### src/rtl/ffea_pkg.sv
// Package: types and constants of the first-fit extent allocator.
`default_nettype none
package ffea_pkg;
    localparam int TABLE_ENTRIES = 16;
    localparam int IDX_W         = $clog2(TABLE_ENTRIES);
    localparam int CNT_W         = $clog2(TABLE_ENTRIES + 1);
    localparam int PAGE_W        = 27;
    localparam int NPG_W         = 28;
    localparam int LEN_W         = 39;
    localparam int PAGE_SHIFT    = 12;
    localparam int Q_DEPTH       = 2;
    localparam int QP_W          = $clog2(Q_DEPTH);
    localparam int QC_W          = $clog2(Q_DEPTH + 1);

    typedef enum logic [1:0] {OP_INIT, OP_ALLOC, OP_FREE, OP_NONE} opcode_t;

    typedef enum logic [2:0] {
        ST_OK, ST_ZERO, ST_NOFIT, ST_FULL, ST_RANGE, ST_OVERLAP
    } status_t;

    typedef enum logic [1:0] {K_DONE, K_INIT, K_ALLOC, K_FREE} kind_t;

    typedef struct packed {
        kind_t              kind;
        status_t            st;
        logic [PAGE_W-1:0]  spage;
        logic [NPG_W-1:0]   amount;
        logic [NPG_W-1:0]   epage;
    } cmd_t;

    typedef struct packed {
        logic [PAGE_W-1:0]  start;
        logic [NPG_W-1:0]   len;
    } extent_t;

    typedef struct packed {
        logic valid;
        logic full;
    } q_stat_t;

    typedef enum logic [2:0] {
        B_IDLE, B_SCAN_RD, B_SCAN_CHK, B_SD_RD, B_SD_WR, B_SU_RD, B_SU_WR
    } bstate_t;
endpackage
`default_nettype wire

### src/rtl/first_fit_extent_allocator_core.sv
// Top level: config registers, front end, command queue, table sequencer.
//
//  channel   ports                                       handshake
//  request   opcode, start_page, length_bytes            start & !busy
//  result    alloc_page, status                          done (one cycle)
//  config    cfg_index, cfg_data                         cfg_valid & cfg_ready
//
//  An item passes through the front register and the command queue to the
//  sequencer, which handles init, rejected or unused items in its idle state
//  and otherwise scans table entries and shifts entries on removal or
//  insertion, all paced by the single read port of the extent table; results
//  are registered.
//  Reset empties the table and loads base 0, 4096 pages.
//  Results cannot be stalled; busy rises only when the queue and the front
//  register are both full.
`default_nettype none
module first_fit_extent_allocator_core (
    input  wire logic                          clk,
    input  wire logic                          rst_n,
    input  wire logic                          start,
    output logic                               busy,
    input  wire logic [1:0]                    opcode,
    input  wire logic [ffea_pkg::PAGE_W-1:0]   start_page,
    input  wire logic [ffea_pkg::LEN_W-1:0]    length_bytes,
    output logic                               done,
    output logic [ffea_pkg::PAGE_W-1:0]        alloc_page,
    output logic [2:0]                         status,
    input  wire logic                          cfg_valid,
    output logic                               cfg_ready,
    input  wire logic                          cfg_index,
    input  wire logic [ffea_pkg::NPG_W-1:0]    cfg_data
);
    logic [ffea_pkg::PAGE_W-1:0]  base_reg;
    logic [ffea_pkg::NPG_W-1:0]   pages_reg;
    ffea_pkg::q_stat_t            q_stat;
    ffea_pkg::cmd_t               push_cmd, head;
    logic                         push, pop;

    assign cfg_ready = 1'b1;

    always_ff @(posedge clk or negedge rst_n)
    begin
        if (!rst_n)
        begin
            base_reg  <= '0;
            pages_reg <= ffea_pkg::NPG_W'(4096);
        end
        else if (cfg_valid && cfg_ready)
        begin
            if (cfg_index)
            begin
                pages_reg <= cfg_data;
            end
            else
            begin
                base_reg <= cfg_data[ffea_pkg::PAGE_W-1:0];
            end
        end
    end

    ffea_front u_front (
        .clk          (clk),
        .rst_n        (rst_n),
        .start        (start),
        .busy         (busy),
        .opcode       (opcode),
        .start_page   (start_page),
        .length_bytes (length_bytes),
        .base_page    (base_reg),
        .heap_pages   (pages_reg),
        .q_stat       (q_stat),
        .push         (push),
        .push_cmd     (push_cmd)
    );

    ffea_queue u_queue (
        .clk      (clk),
        .rst_n    (rst_n),
        .push     (push),
        .push_cmd (push_cmd),
        .pop      (pop),
        .q_stat   (q_stat),
        .head     (head)
    );

    ffea_back u_back (
        .clk        (clk),
        .rst_n      (rst_n),
        .q_stat     (q_stat),
        .head       (head),
        .pop        (pop),
        .done       (done),
        .alloc_page (alloc_page),
        .status     (status)
    );
endmodule
`default_nettype wire

### src/rtl/ffea_front.sv
// Front end: takes items, checks ranges and lengths, pushes commands.
`default_nettype none
module ffea_front (
    input  wire logic                          clk,
    input  wire logic                          rst_n,
    input  wire logic                          start,
    output logic                               busy,
    input  wire logic [1:0]                    opcode,
    input  wire logic [ffea_pkg::PAGE_W-1:0]   start_page,
    input  wire logic [ffea_pkg::LEN_W-1:0]    length_bytes,
    input  wire logic [ffea_pkg::PAGE_W-1:0]   base_page,
    input  wire logic [ffea_pkg::NPG_W-1:0]    heap_pages,
    input  wire ffea_pkg::q_stat_t             q_stat,
    output logic                               push,
    output ffea_pkg::cmd_t                     push_cmd
);
    localparam logic [ffea_pkg::NPG_W:0] SPACE = (ffea_pkg::NPG_W + 1)'(1) << ffea_pkg::PAGE_W;

    logic                             f_valid_reg, f_valid_next;
    ffea_pkg::opcode_t                f_op_reg;
    logic [ffea_pkg::PAGE_W-1:0]      f_sp_reg;
    logic [ffea_pkg::LEN_W-1:0]       f_len_reg;
    logic                             accept;
    logic [ffea_pkg::NPG_W:0]         wend_raw;
    logic [ffea_pkg::NPG_W-1:0]       wend, base_x, pages, need, epage, init_len;

    assign busy   = f_valid_reg && q_stat.full;
    assign accept = start && !busy;
    assign push   = f_valid_reg && !q_stat.full;

    always_comb
    begin
        f_valid_next = accept ? 1'b1 : (push ? 1'b0 : f_valid_reg);
    end

    always_ff @(posedge clk or negedge rst_n)
    begin
        if (!rst_n)
        begin
            f_valid_reg <= 1'b0;
        end
        else
        begin
            f_valid_reg <= f_valid_next;
        end
    end

    always_ff @(posedge clk)
    begin
        if (accept)
        begin
            f_op_reg  <= ffea_pkg::opcode_t'(opcode);
            f_sp_reg  <= start_page;
            f_len_reg <= length_bytes;
        end
    end

    always_comb
    begin
        base_x   = ffea_pkg::NPG_W'(base_page);
        wend_raw = (ffea_pkg::NPG_W + 1)'(base_page) + (ffea_pkg::NPG_W + 1)'(heap_pages);
        wend     = (wend_raw > SPACE) ? SPACE[ffea_pkg::NPG_W-1:0]
                                      : wend_raw[ffea_pkg::NPG_W-1:0];
        init_len = (wend > base_x) ? (wend - base_x) : '0;
        pages    = ffea_pkg::NPG_W'(f_len_reg[ffea_pkg::LEN_W-1:ffea_pkg::PAGE_SHIFT]);
        need     = pages + ffea_pkg::NPG_W'(|f_len_reg[ffea_pkg::PAGE_SHIFT-1:0]);
        epage    = ffea_pkg::NPG_W'(f_sp_reg) + pages;

        push_cmd        = '0;
        push_cmd.kind   = ffea_pkg::K_DONE;
        push_cmd.st     = ffea_pkg::ST_OK;
        push_cmd.spage  = f_sp_reg;
        push_cmd.epage  = epage;
        unique case (f_op_reg)
            ffea_pkg::OP_INIT:
            begin
                push_cmd.kind   = ffea_pkg::K_INIT;
                push_cmd.spage  = base_page;
                push_cmd.amount = init_len;
            end
            ffea_pkg::OP_ALLOC:
            begin
                push_cmd.amount = need;
                if (f_len_reg == '0)
                begin
                    push_cmd.st = ffea_pkg::ST_ZERO;
                end
                else
                begin
                    push_cmd.kind = ffea_pkg::K_ALLOC;
                end
            end
            ffea_pkg::OP_FREE:
            begin
                push_cmd.amount = pages;
                priority if (f_len_reg == '0)
                begin
                    push_cmd.st = ffea_pkg::ST_ZERO;
                end
                else if (f_len_reg[ffea_pkg::PAGE_SHIFT-1:0] != '0)
                begin
                    push_cmd.st = ffea_pkg::ST_RANGE;
                end
                else if (f_sp_reg < base_page || epage > wend)
                begin
                    push_cmd.st = ffea_pkg::ST_RANGE;
                end
                else
                begin
                    push_cmd.kind = ffea_pkg::K_FREE;
                end
            end
            default:
            begin
                push_cmd.kind = ffea_pkg::K_DONE;
            end
        endcase
    end
endmodule
`default_nettype wire

### src/rtl/ffea_queue.sv
// Command queue between front end and table sequencer.
`default_nettype none
module ffea_queue (
    input  wire logic            clk,
    input  wire logic            rst_n,
    input  wire logic            push,
    input  wire ffea_pkg::cmd_t  push_cmd,
    input  wire logic            pop,
    output ffea_pkg::q_stat_t    q_stat,
    output ffea_pkg::cmd_t       head
);
    ffea_pkg::cmd_t              slot_reg [ffea_pkg::Q_DEPTH];
    logic [ffea_pkg::QP_W-1:0]   wr_reg, wr_next, rd_reg, rd_next;
    logic [ffea_pkg::QC_W-1:0]   cnt_reg, cnt_next;

    assign q_stat.valid = (cnt_reg != '0);
    assign q_stat.full  = (cnt_reg == ffea_pkg::QC_W'(ffea_pkg::Q_DEPTH));
    assign head         = slot_reg[rd_reg];

    always_comb
    begin
        wr_next  = push ? ffea_pkg::QP_W'((32'(wr_reg) + 1) % ffea_pkg::Q_DEPTH) : wr_reg;
        rd_next  = pop  ? ffea_pkg::QP_W'((32'(rd_reg) + 1) % ffea_pkg::Q_DEPTH) : rd_reg;
        cnt_next = cnt_reg + ffea_pkg::QC_W'(push) - ffea_pkg::QC_W'(pop);
    end

    always_ff @(posedge clk or negedge rst_n)
    begin
        if (!rst_n)
        begin
            wr_reg  <= '0;
            rd_reg  <= '0;
            cnt_reg <= '0;
        end
        else
        begin
            wr_reg  <= wr_next;
            rd_reg  <= rd_next;
            cnt_reg <= cnt_next;
        end
    end

    always_ff @(posedge clk)
    begin
        if (push)
        begin
            slot_reg[wr_reg] <= push_cmd;
        end
    end
endmodule
`default_nettype wire

### src/rtl/ffea_back.sv
// Table sequencer: first-fit scan, insertion search, entry shifts, results.
`default_nettype none
module ffea_back (
    input  wire logic                         clk,
    input  wire logic                         rst_n,
    input  wire ffea_pkg::q_stat_t            q_stat,
    input  wire ffea_pkg::cmd_t               head,
    output logic                              pop,
    output logic                              done,
    output logic [ffea_pkg::PAGE_W-1:0]       alloc_page,
    output logic [2:0]                        status
);
    localparam int P1 = ffea_pkg::NPG_W + 1;

    ffea_pkg::extent_t               mem [ffea_pkg::TABLE_ENTRIES];
    ffea_pkg::extent_t               rdata_reg, wdata, r;
    logic                            we;
    logic [ffea_pkg::IDX_W-1:0]      waddr, raddr;

    ffea_pkg::bstate_t               state_reg, state_next;
    ffea_pkg::cmd_t                  cmd_reg, cmd_next;
    logic [ffea_pkg::CNT_W-1:0]      count_reg, count_next, i_reg, i_next;
    logic [ffea_pkg::CNT_W-1:0]      pos_reg, pos_next, j_reg, j_next, j1, jm1, posm1;
    ffea_pkg::extent_t               prev_reg, prev_next, nxt_reg, nxt_next;
    logic                            prev_ok_reg, prev_ok_next, nxt_ok_reg, nxt_ok_next;
    logic [ffea_pkg::PAGE_W-1:0]     page_reg, page_next;
    logic                            done_reg, done_next;
    logic [ffea_pkg::PAGE_W-1:0]     page_out_reg, page_out_next;
    ffea_pkg::status_t               st_out_reg, st_out_next;
    logic [P1-1:0]                   r_end, prev_end;
    logic                            mp, mn, ovl;

    assign done       = done_reg;
    assign alloc_page = page_out_reg;
    assign status     = st_out_reg;

    always_ff @(posedge clk)
    begin
        if (we)
        begin
            mem[waddr] <= wdata;
        end
        rdata_reg <= mem[raddr];
    end

    always_comb
    begin
        r        = rdata_reg;
        j1       = j_reg + 1'b1;
        jm1      = j_reg - 1'b1;
        posm1    = pos_reg - 1'b1;
        r_end    = P1'(r.start) + P1'(r.len);
        prev_end = P1'(prev_reg.start) + P1'(prev_reg.len);
        ovl      = (P1'(cmd_reg.spage) < r_end) && (P1'(r.start) < P1'(cmd_reg.epage));
        mp       = prev_ok_reg && (prev_end == P1'(cmd_reg.spage));
        mn       = nxt_ok_reg && (ffea_pkg::NPG_W'(nxt_reg.start) == cmd_reg.epage);

        state_next    = state_reg;
        cmd_next      = cmd_reg;
        count_next    = count_reg;
        i_next        = i_reg;
        pos_next      = pos_reg;
        j_next        = j_reg;
        prev_next     = prev_reg;
        prev_ok_next  = prev_ok_reg;
        nxt_next      = nxt_reg;
        nxt_ok_next   = nxt_ok_reg;
        page_next     = page_reg;
        we            = 1'b0;
        waddr         = '0;
        wdata         = '0;
        raddr         = '0;
        pop           = 1'b0;
        done_next     = 1'b0;
        page_out_next = '0;
        st_out_next   = ffea_pkg::ST_OK;

        unique case (state_reg)
            ffea_pkg::B_IDLE:
            begin
                if (q_stat.valid)
                begin
                    pop          = 1'b1;
                    cmd_next     = head;
                    i_next       = '0;
                    pos_next     = '0;
                    prev_ok_next = 1'b0;
                    nxt_ok_next  = 1'b0;
                    page_next    = '0;
                    unique case (head.kind)
                        ffea_pkg::K_DONE:
                        begin
                            done_next   = 1'b1;
                            st_out_next = head.st;
                        end
                        ffea_pkg::K_INIT:
                        begin
                            done_next = 1'b1;
                            if (head.amount != '0)
                            begin
                                we         = 1'b1;
                                wdata      = '{start: head.spage, len: head.amount};
                                count_next = ffea_pkg::CNT_W'(1);
                            end
                            else
                            begin
                                count_next = '0;
                            end
                        end
                        default:
                        begin
                            state_next = ffea_pkg::B_SCAN_RD;
                        end
                    endcase
                end
            end
            ffea_pkg::B_SCAN_RD:
            begin
                if (i_reg != count_reg)
                begin
                    raddr      = i_reg[ffea_pkg::IDX_W-1:0];
                    state_next = ffea_pkg::B_SCAN_CHK;
                end
                else if (cmd_reg.kind == ffea_pkg::K_ALLOC)
                begin
                    done_next   = 1'b1;
                    st_out_next = ffea_pkg::ST_NOFIT;
                    state_next  = ffea_pkg::B_IDLE;
                end
                else
                begin
                    state_next = ffea_pkg::B_IDLE;
                    priority if (mp && mn)
                    begin
                        we         = 1'b1;
                        waddr      = posm1[ffea_pkg::IDX_W-1:0];
                        wdata      = '{start: prev_reg.start,
                                       len: prev_reg.len + cmd_reg.amount + nxt_reg.len};
                        j_next     = pos_reg;
                        state_next = ffea_pkg::B_SD_RD;
                    end
                    else if (mp)
                    begin
                        we        = 1'b1;
                        waddr     = posm1[ffea_pkg::IDX_W-1:0];
                        wdata     = '{start: prev_reg.start, len: prev_reg.len + cmd_reg.amount};
                        done_next = 1'b1;
                    end
                    else if (mn)
                    begin
                        we        = 1'b1;
                        waddr     = pos_reg[ffea_pkg::IDX_W-1:0];
                        wdata     = '{start: cmd_reg.spage, len: nxt_reg.len + cmd_reg.amount};
                        done_next = 1'b1;
                    end
                    else if (count_reg == ffea_pkg::CNT_W'(ffea_pkg::TABLE_ENTRIES))
                    begin
                        done_next   = 1'b1;
                        st_out_next = ffea_pkg::ST_FULL;
                    end
                    else
                    begin
                        j_next     = count_reg;
                        state_next = ffea_pkg::B_SU_RD;
                    end
                end
            end
            ffea_pkg::B_SCAN_CHK:
            begin
                i_next     = i_reg + 1'b1;
                state_next = ffea_pkg::B_SCAN_RD;
                if (cmd_reg.kind == ffea_pkg::K_ALLOC)
                begin
                    if (r.len >= cmd_reg.amount)
                    begin
                        page_next = r.start;
                        if (r.len == cmd_reg.amount)
                        begin
                            j_next     = i_reg;
                            state_next = ffea_pkg::B_SD_RD;
                        end
                        else
                        begin
                            we            = 1'b1;
                            waddr         = i_reg[ffea_pkg::IDX_W-1:0];
                            wdata         = '{start: r.start + cmd_reg.amount[ffea_pkg::PAGE_W-1:0],
                                              len: r.len - cmd_reg.amount};
                            done_next     = 1'b1;
                            page_out_next = r.start;
                            state_next    = ffea_pkg::B_IDLE;
                        end
                    end
                end
                else if (ovl)
                begin
                    done_next   = 1'b1;
                    st_out_next = ffea_pkg::ST_OVERLAP;
                    state_next  = ffea_pkg::B_IDLE;
                end
                else if (r.start < cmd_reg.spage)
                begin
                    prev_next    = r;
                    prev_ok_next = 1'b1;
                    pos_next     = pos_reg + 1'b1;
                end
                else if (!nxt_ok_reg)
                begin
                    nxt_next    = r;
                    nxt_ok_next = 1'b1;
                end
            end
            ffea_pkg::B_SD_RD:
            begin
                if (j1 >= count_reg)
                begin
                    count_next    = count_reg - 1'b1;
                    done_next     = 1'b1;
                    page_out_next = page_reg;
                    state_next    = ffea_pkg::B_IDLE;
                end
                else
                begin
                    raddr      = j1[ffea_pkg::IDX_W-1:0];
                    state_next = ffea_pkg::B_SD_WR;
                end
            end
            ffea_pkg::B_SD_WR:
            begin
                we         = 1'b1;
                waddr      = j_reg[ffea_pkg::IDX_W-1:0];
                wdata      = r;
                j_next     = j1;
                state_next = ffea_pkg::B_SD_RD;
            end
            ffea_pkg::B_SU_RD:
            begin
                if (j_reg == pos_reg)
                begin
                    we         = 1'b1;
                    waddr      = pos_reg[ffea_pkg::IDX_W-1:0];
                    wdata      = '{start: cmd_reg.spage, len: cmd_reg.amount};
                    count_next = count_reg + 1'b1;
                    done_next  = 1'b1;
                    state_next = ffea_pkg::B_IDLE;
                end
                else
                begin
                    raddr      = jm1[ffea_pkg::IDX_W-1:0];
                    state_next = ffea_pkg::B_SU_WR;
                end
            end
            ffea_pkg::B_SU_WR:
            begin
                we         = 1'b1;
                waddr      = j_reg[ffea_pkg::IDX_W-1:0];
                wdata      = r;
                j_next     = jm1;
                state_next = ffea_pkg::B_SU_RD;
            end
            default:
            begin
                state_next = ffea_pkg::B_IDLE;
            end
        endcase
    end

    always_ff @(posedge clk or negedge rst_n)
    begin
        if (!rst_n)
        begin
            state_reg <= ffea_pkg::B_IDLE;
            count_reg <= '0;
            done_reg  <= 1'b0;
        end
        else
        begin
            state_reg <= state_next;
            count_reg <= count_next;
            done_reg  <= done_next;
        end
    end

    always_ff @(posedge clk)
    begin
        cmd_reg      <= cmd_next;
        i_reg        <= i_next;
        pos_reg      <= pos_next;
        j_reg        <= j_next;
        prev_reg     <= prev_next;
        prev_ok_reg  <= prev_ok_next;
        nxt_reg      <= nxt_next;
        nxt_ok_reg   <= nxt_ok_next;
        page_reg     <= page_next;
        page_out_reg <= page_out_next;
        st_out_reg   <= st_out_next;
    end
endmodule
`default_nettype wire

### config.mk
export PLATFORM = sky130hd
export DESIGN_NAME = first_fit_extent_allocator_core
export DESIGN_NICKNAME = d
export VERILOG_FILES = /design/src/rtl/ffea_pkg.sv /design/src/rtl/first_fit_extent_allocator_core.sv /design/src/rtl/ffea_front.sv /design/src/rtl/ffea_queue.sv /design/src/rtl/ffea_back.sv
export SDC_FILE = /design/constraint.sdc
export NUM_CORES = 2
export LEC_CHECK = 0
export ABC_AREA = 0
export BUFFER_PORTS_ARGS = -buffer_cell sky130_fd_sc_hd__buf_2
export CAP_MARGIN = 20
export CORE_MARGIN = 4
export CORE_UTILIZATION = 45
export CTS_BUF_LIST = sky130_fd_sc_hd__clkbuf_16
export DETAILED_ROUTE_END_ITERATION = 12
export GPL_TIMING_DRIVEN = 0
export PLACE_DENSITY = 0.6
export SYNTH_ARGS = -nofsm -noshare
export SYNTH_HDL_FRONTEND = slang
export SYNTH_HIERARCHICAL = 1
export SYNTH_SLANG_ARGS = --single-unit
### constraint.sdc
create_clock -name clk -period 18.2 [get_ports clk]
set_clock_uncertainty 0.05 [all_clocks]
set_input_delay 2.73 -clock clk [delete_from_list [all_inputs] [get_ports clk]]
set_output_delay 2.73 -clock clk [all_outputs]
set_load 0.005 [all_outputs]
* Word level (Yosys, flattened, before mapping) *
Memories as Yosys holds them, arrays and structs flattened. A register that Yosys moved wholly into a read port is not among the register bits.
Cells that the tools add are included.

storage, ports and cells
  register bits after elaboration = 406
  memory bits (writable) = 1056
  bits of input ports = 101
  output and inout bits = 33
  logic and storage cells = 276
  memories kept = 2

cells by class
  add/subtract/negate cells = 22
  order comparisons = 9
  eq/ne operators = 34
  multiplexer cells = 140
  bitwise gates (word level) = 5
  reduce and logical (&&, ||, !) cells = 36

memory list
  name              depth  width  rd ports  clocked after Yosys merged registers in  wr ports  RTL line          text
  u_back.mem        16     55     1         1                                        1         ffea_back.sv:15   ffea_pkg::extent_t mem [ffea_pkg::TABLE_ENTRIES];
  u_queue.slot_reg  2      88     1         0                                        1         ffea_queue.sv:12  ffea_pkg::cmd_t slot_reg [ffea_pkg::Q_DEPTH];

operators by type and width
  kind                    count
  $mux W55                12
  $pmux W55 S5            1
  $mux W27                8
  $pmux W27 S2            2
  $add A27 B28 Y29        3
  $mux W5                 17
  $add A28 B28 Y28        3
  $pmux W28 S3            1
  $mux W3                 24
  $mux W28                2
  $lt A27 B27 Y1          2
  $mux W4                 12
  $mux W1                 41
  $logic_not A39 Y1       1
  $eq A29 B27 Y1          1
  $gt A29 B28 Y1 const B  1
  $lt A27 B29 Y1          1
  $add A27 B1 Y28         1
  $add A27 B27 Y28        1
  $eq A27 B28 Y1          1
  $eq A28 B28 Y1          1
  $ge A28 B28 Y1          1
  $gt A28 B27 Y1          1
  $gt A28 B28 Y1          1
  other kinds (52)        107

* Depth between registers and ports, before layout *
  word-level depth = 10
  mapped depth = 30
  mapped depth without buffers = 28

* Hierarchy *
Netlist, hierarchy kept.

by module, submodules not included
  module                           times used  cells an instance  area an instance (sq um)  sequential area each (sq um)
  ffea_back                        1           5217               59891.2                   35529.1
  ffea_front                       1           1112               9339.0                    2067.0
  ffea_queue                       1           289                6581.3                    5385.2
  first_fit_extent_allocator_core  1           119                2152.1                    1377.6

* Least setup slack after synthesis *
No wires, ideal clock.

  path kind = register to register
  start = register u_back/r[29] (netlist name)
  end = register u_back/nxt_reg[0] in the netlist's numbering, enable pin
  library setup time = 536 ps
  arrival time = 8004 ps
  data required time = 17614 ps
  slack = 9610 ps
  stages on the path, launching flop included = 23
  buffers on the path = 0
  clock period less this slack = 8590 ps
  path through = dfxtp_1 > ha_1 > a211oi_1 > o21ai_0 > a31o_2 > a31oi_1 > o31ai_1 > a21o_1 > o22a_1 > a21o_1 > a21oi_1 > xor2_1 > ha_1 > nand4_1 > nor2_1 > o21ai_0 > o211ai_1 > a31oi_1 > o21ai_0 > nor4bb_1 > a311oi_1 > or2_2 > nor3_1

on the way
  word-level cells in the longest chain between the ends = 5
  elaborated cells on any way between the ends = 8
  classes of those cells = add/sub (1); order compare (3); bitwise (2); reduce/logical (2)

ends and longest elaborated chain
  element                               RTL line          text
  $add A27 B28 Y29                      ffea_back.sv:52   r_end = P1'(r.start) + P1'(r.len);
  $lt A27 B29 Y1                        ffea_back.sv:54   ovl = (P1'(cmd_reg.spage) < r_end) && (P1'(r.start) < P1'(cmd_reg.epage));
  $logic_and A1 B1 Y1                   ffea_back.sv:54
  $not A1 Y1 (no source line)           n/a
  $reduce_and A5 Y1 (no source line) *  n/a
  end signal: assignment                ffea_back.sv:291  nxt_reg <= nxt_next;
  end: declaration                      ffea_back.sv:24   ffea_pkg::extent_t prev_reg, prev_next, nxt_reg, nxt_next;

Every way passes the cells marked *; elsewhere a longest branch is shown, timed or not.
A chain may end at the register's enable or synchronous reset.

==> impl_metrics.env <==
export IMPL_synthFlopType="edfxtp_1"
export IMPL_syn_inst=6737
export IMPL_layout_nets=7705
export IMPL_die_area_sq_mm=0.180
export IMPL_pwr_density_cell_mw_per_mm2=206
export IMPL_yosys_register_bits=1517
export IMPL_coreArea_sq_mm=0.172
export IMPL_grt_max_degree=62
export IMPL_largest_register_ffs=880
export IMPL_syn_nets=7272
export IMPL_required_ps=18680
export IMPL_htreeDepth=4
export IMPL_vias=58700
export IMPL_yosys_warnings=6
export IMPL_post_synth_instance_area_sq_mm=0.0780
export IMPL_totalWireLength_microns=269000
export IMPL_clk_pin_slew_ps=60
export IMPL_rows=152
export IMPL_p_leak_nw=33.3
export IMPL_crit_path_end_kind="register"
export IMPL_critPathMaxStageDelay_ps=540
export IMPL_sw_frac_of_total_pct=44.8
export IMPL_grt_pass1_vias=55100
export IMPL_final_antenna_net_count=0
export IMPL_tritoncts="done"
export IMPL_cts_setup_buffers=0
export IMPL_cts_sinks=1517
export IMPL_power_switching_mw=8.20
export IMPL_async_flop_share_pct=4.55
export IMPL_die_y_microns=424
export IMPL_fin_crit_sh_pct=45.1
export IMPL_tightestPinTransition_ps=1260
export IMPL_hp_class="register to register"
export IMPL_ir_drop_v=0.000136
export IMPL_grt_pass1_wl_microns=385000
export IMPL_grt_total_usage_pct=29.3
export IMPL_slowest_stage="dfrtp_1"
export IMPL_route_detailed_drc=0
export IMPL_setup_tns_ps=0
export IMPL_maxCapViolations=0
export IMPL_place_port_buffers=132
export IMPL_dr_wl_met3_microns=25900
export IMPL_clock_path_buffers=3
export IMPL_drt_iter0_drc=8276
export IMPL_antenna_found_initial=14
export IMPL_pwr_share_seq_pct=31.2
export IMPL_synth_cell_types=112
export IMPL_final_common_cell="edfxtp_1"
export IMPL_numCtsBuffers=160
export IMPL_cts_resized=0
export IMPL_p_total_mw=18.3
export IMPL_crit_path_start_kind="register"
export IMPL_final_max_slew_viol_count=0
export IMPL_final_cell_mix="1363 x edfxtp_1, 680 x nand2_1, 567 x nor2_1"
export IMPL_clkPwrFrac_pct=17.6
export IMPL_finalHoldViolations=0
export IMPL_gp_congestion=1.02
export IMPL_first_pass_iters=10
export IMPL_setup_viol=0
export IMPL_cp_arrival_ps=8690
export IMPL_wl_per_cell_microns=28.0
export IMPL_hpwlAfterDp_microns=204000
export IMPL_path_class="register to register"
export IMPL_start_util_pct=45.3
export IMPL_slew_headroom_pct=15.7
export IMPL_io_pins=134
export IMPL_intPower_mw=10.1
export IMPL_worstPathMaxFanout=10
export IMPL_synth_edf_count=1363
export IMPL_syn_avg_cell_area_sq_um=11.6
export IMPL_period_minus_slack_ps=8210
export IMPL_ys_seq_area_share_pct=56.9
export IMPL_max_freq_ghz=0.122
export IMPL_dpl_cell_count=9314
export IMPL_grt_overflow=0
export IMPL_outcome="finished clean"
export IMPL_yosys_top_cells_area="edfxtp_1 52%, ha_1 6.8%, nand2_1 3.3%"
export IMPL_wl_met1_microns=116000
export IMPL_synth_top_cell_area_share_pct=52.5
export IMPL_area_growth_syn_to_layout_pct=14.0
export IMPL_cts_root_buf="clkbuf_16"
export IMPL_rsz0062_at_grt="no"
export IMPL_combPwrFrac_pct=51.2
export IMPL_die_x_microns=424
export IMPL_synth_top_area_cell="edfxtp_1"
export IMPL_viasPerCell=6.11
export IMPL_instances_no_fill=9613
export IMPL_drive_above_1_share_pct=11.4
export IMPL_wl_met2_microns=115000
export IMPL_worstSkewPairLatency_ps=850
export IMPL_holdBufCountCts=0
export IMPL_highest_layer="met5"
[metal layers]
layer  vias to the layer above  track usage, %
met1                     29100            43.5
met5                         -               0
met3                       465            4.31
met2                      3018            43.1
li1                      26200               -
met4                         2            11.8
[synth_stat cells (27+ instances only)]
| library cell | instances |
|---|---|
| mux2_4 | 31 |
| dfxtp_1 | 85 |
| nand3_1 | 198 |
| a222oi_1 | 48 |
| o22ai_1 | 70 |
| dfrtp_1 | 68 |
| xnor2_1 | 178 |
| edfxtp_1 | 1363 |
| nor3_1 | 100 |
| mux2_2 | 144 |
| a21oi_1 | 357 |
| a211oi_1 | 149 |
| and2_1 | 153 |
| a21o_1 | 143 |
| and3_1 | 29 |
| a22o_1 | 40 |
| nand4_1 | 67 |
| nor2b_1 | 64 |
| nand2b_1 | 58 |
| xor2_1 | 125 |
| clkbuf_1 | 238 |
| or3_1 | 27 |
| o21a_1 | 40 |
| nand2_1 | 680 |
| ha_1 | 423 |
| a31oi_1 | 152 |
| inv_1 | 210 |
| o21ai_0 | 326 |
| o21bai_1 | 38 |
| nor4_1 | 42 |
| a21boi_0 | 33 |
| nor2_1 | 579 |
| a221o_1 | 59 |
[critical path, delay by kind of cell, from the launching register on]
family | cells | cell delay [ps]
and+or+nand+nor | 6 | 1160
AOI/OAI and AO/OA | 16 | 4010
adders and majority gates | 3 | 1070
buffers and inverters | 4 | 750
muxes | 1 | 310
DFF | 1 | 540
[path summary, 6_finish.rpt]
kind / startpoint / end / depth (start not counted) / slack [ps]
max: base_reg[0]$_DFFE_PN0P_ / u_queue/slot_reg[0][44]$_DFFE_PP_ / 30 / 9990
min: u_back/page_reg[22]$_SDFFCE_PN0P_ / u_back/alloc_page[22]$_DFF_P_ / 1 / 420
max reg2reg: base_reg[0]$_DFFE_PN0P_ / u_queue/slot_reg[0][44]$_DFFE_PP_ / 30 / 9990
min reg2reg: u_back/page_reg[22]$_SDFFCE_PN0P_ / u_back/alloc_page[22]$_DFF_P_ / 1 / 420
max in group asynchronous: rst_n / pages_reg[12]$_DFFE_PN1P_ / 2 / 15640
min in group asynchronous: rst_n / pages_reg[6]$_DFFE_PN0P_ / 1 / 1820
[power groups by stage]
stage | logic, mW | clock network [mW] | registers, mW
after floorplan | 5.96 | 0 | 5.37
after global placement | 8.75 | 0 | 5.86
after detailed placement | 9.14 | 0 | 5.73
after CTS | 9.20 | 3.28 | 5.66
after global routing | 10.1 | 3.44 | 5.72
final | 9.37 | 3.22 | 5.70
[kinds of logic (layout without fill, tap and decap cells)]
kind of cell    Yosys count  after routing  share of synthesized area (%)
simple gates           2095           2095                           12.5
compound gates         1667           1667                           14.2
flops                  1517           1517                           56.9
buf+inv                 515           1079                           2.75
fa+ha+maj               434            434                           7.07
xor+xnor                305            305                           3.46
mux                     202            202                           3.03
other cells               2              4                        0.00963
[cell type report]
cell class              instances  area (sq um)
plain buffers                 293          1310
fillers                     15100         83100
inverters                     222           833
diodes                          2          5.00
repair buffers                271          2580
well taps                    2310          2890
clock buffers                 161          4030
flip-flops and latches       1517         44400
multi-input cells            4705         31700
clock inverters               132          1150
[stage by stage]
step / utilization, % / instance area, sq um / hold WS, ps / setup WS [ps]
floorplan: - / 78000 / 386 / 9610
finish: 51.7 / 88900 / 420 / 9990
global placement: 47.4 / 81500 / 400 / 2880
detailed placement: 48.6 / 83600 / 405 / 10220
CTS: 51.7 / 88800 / 422 / 10170
global route: 51.7 / 88900 / 435 / 9580
(Power assumes the default switching activity.)
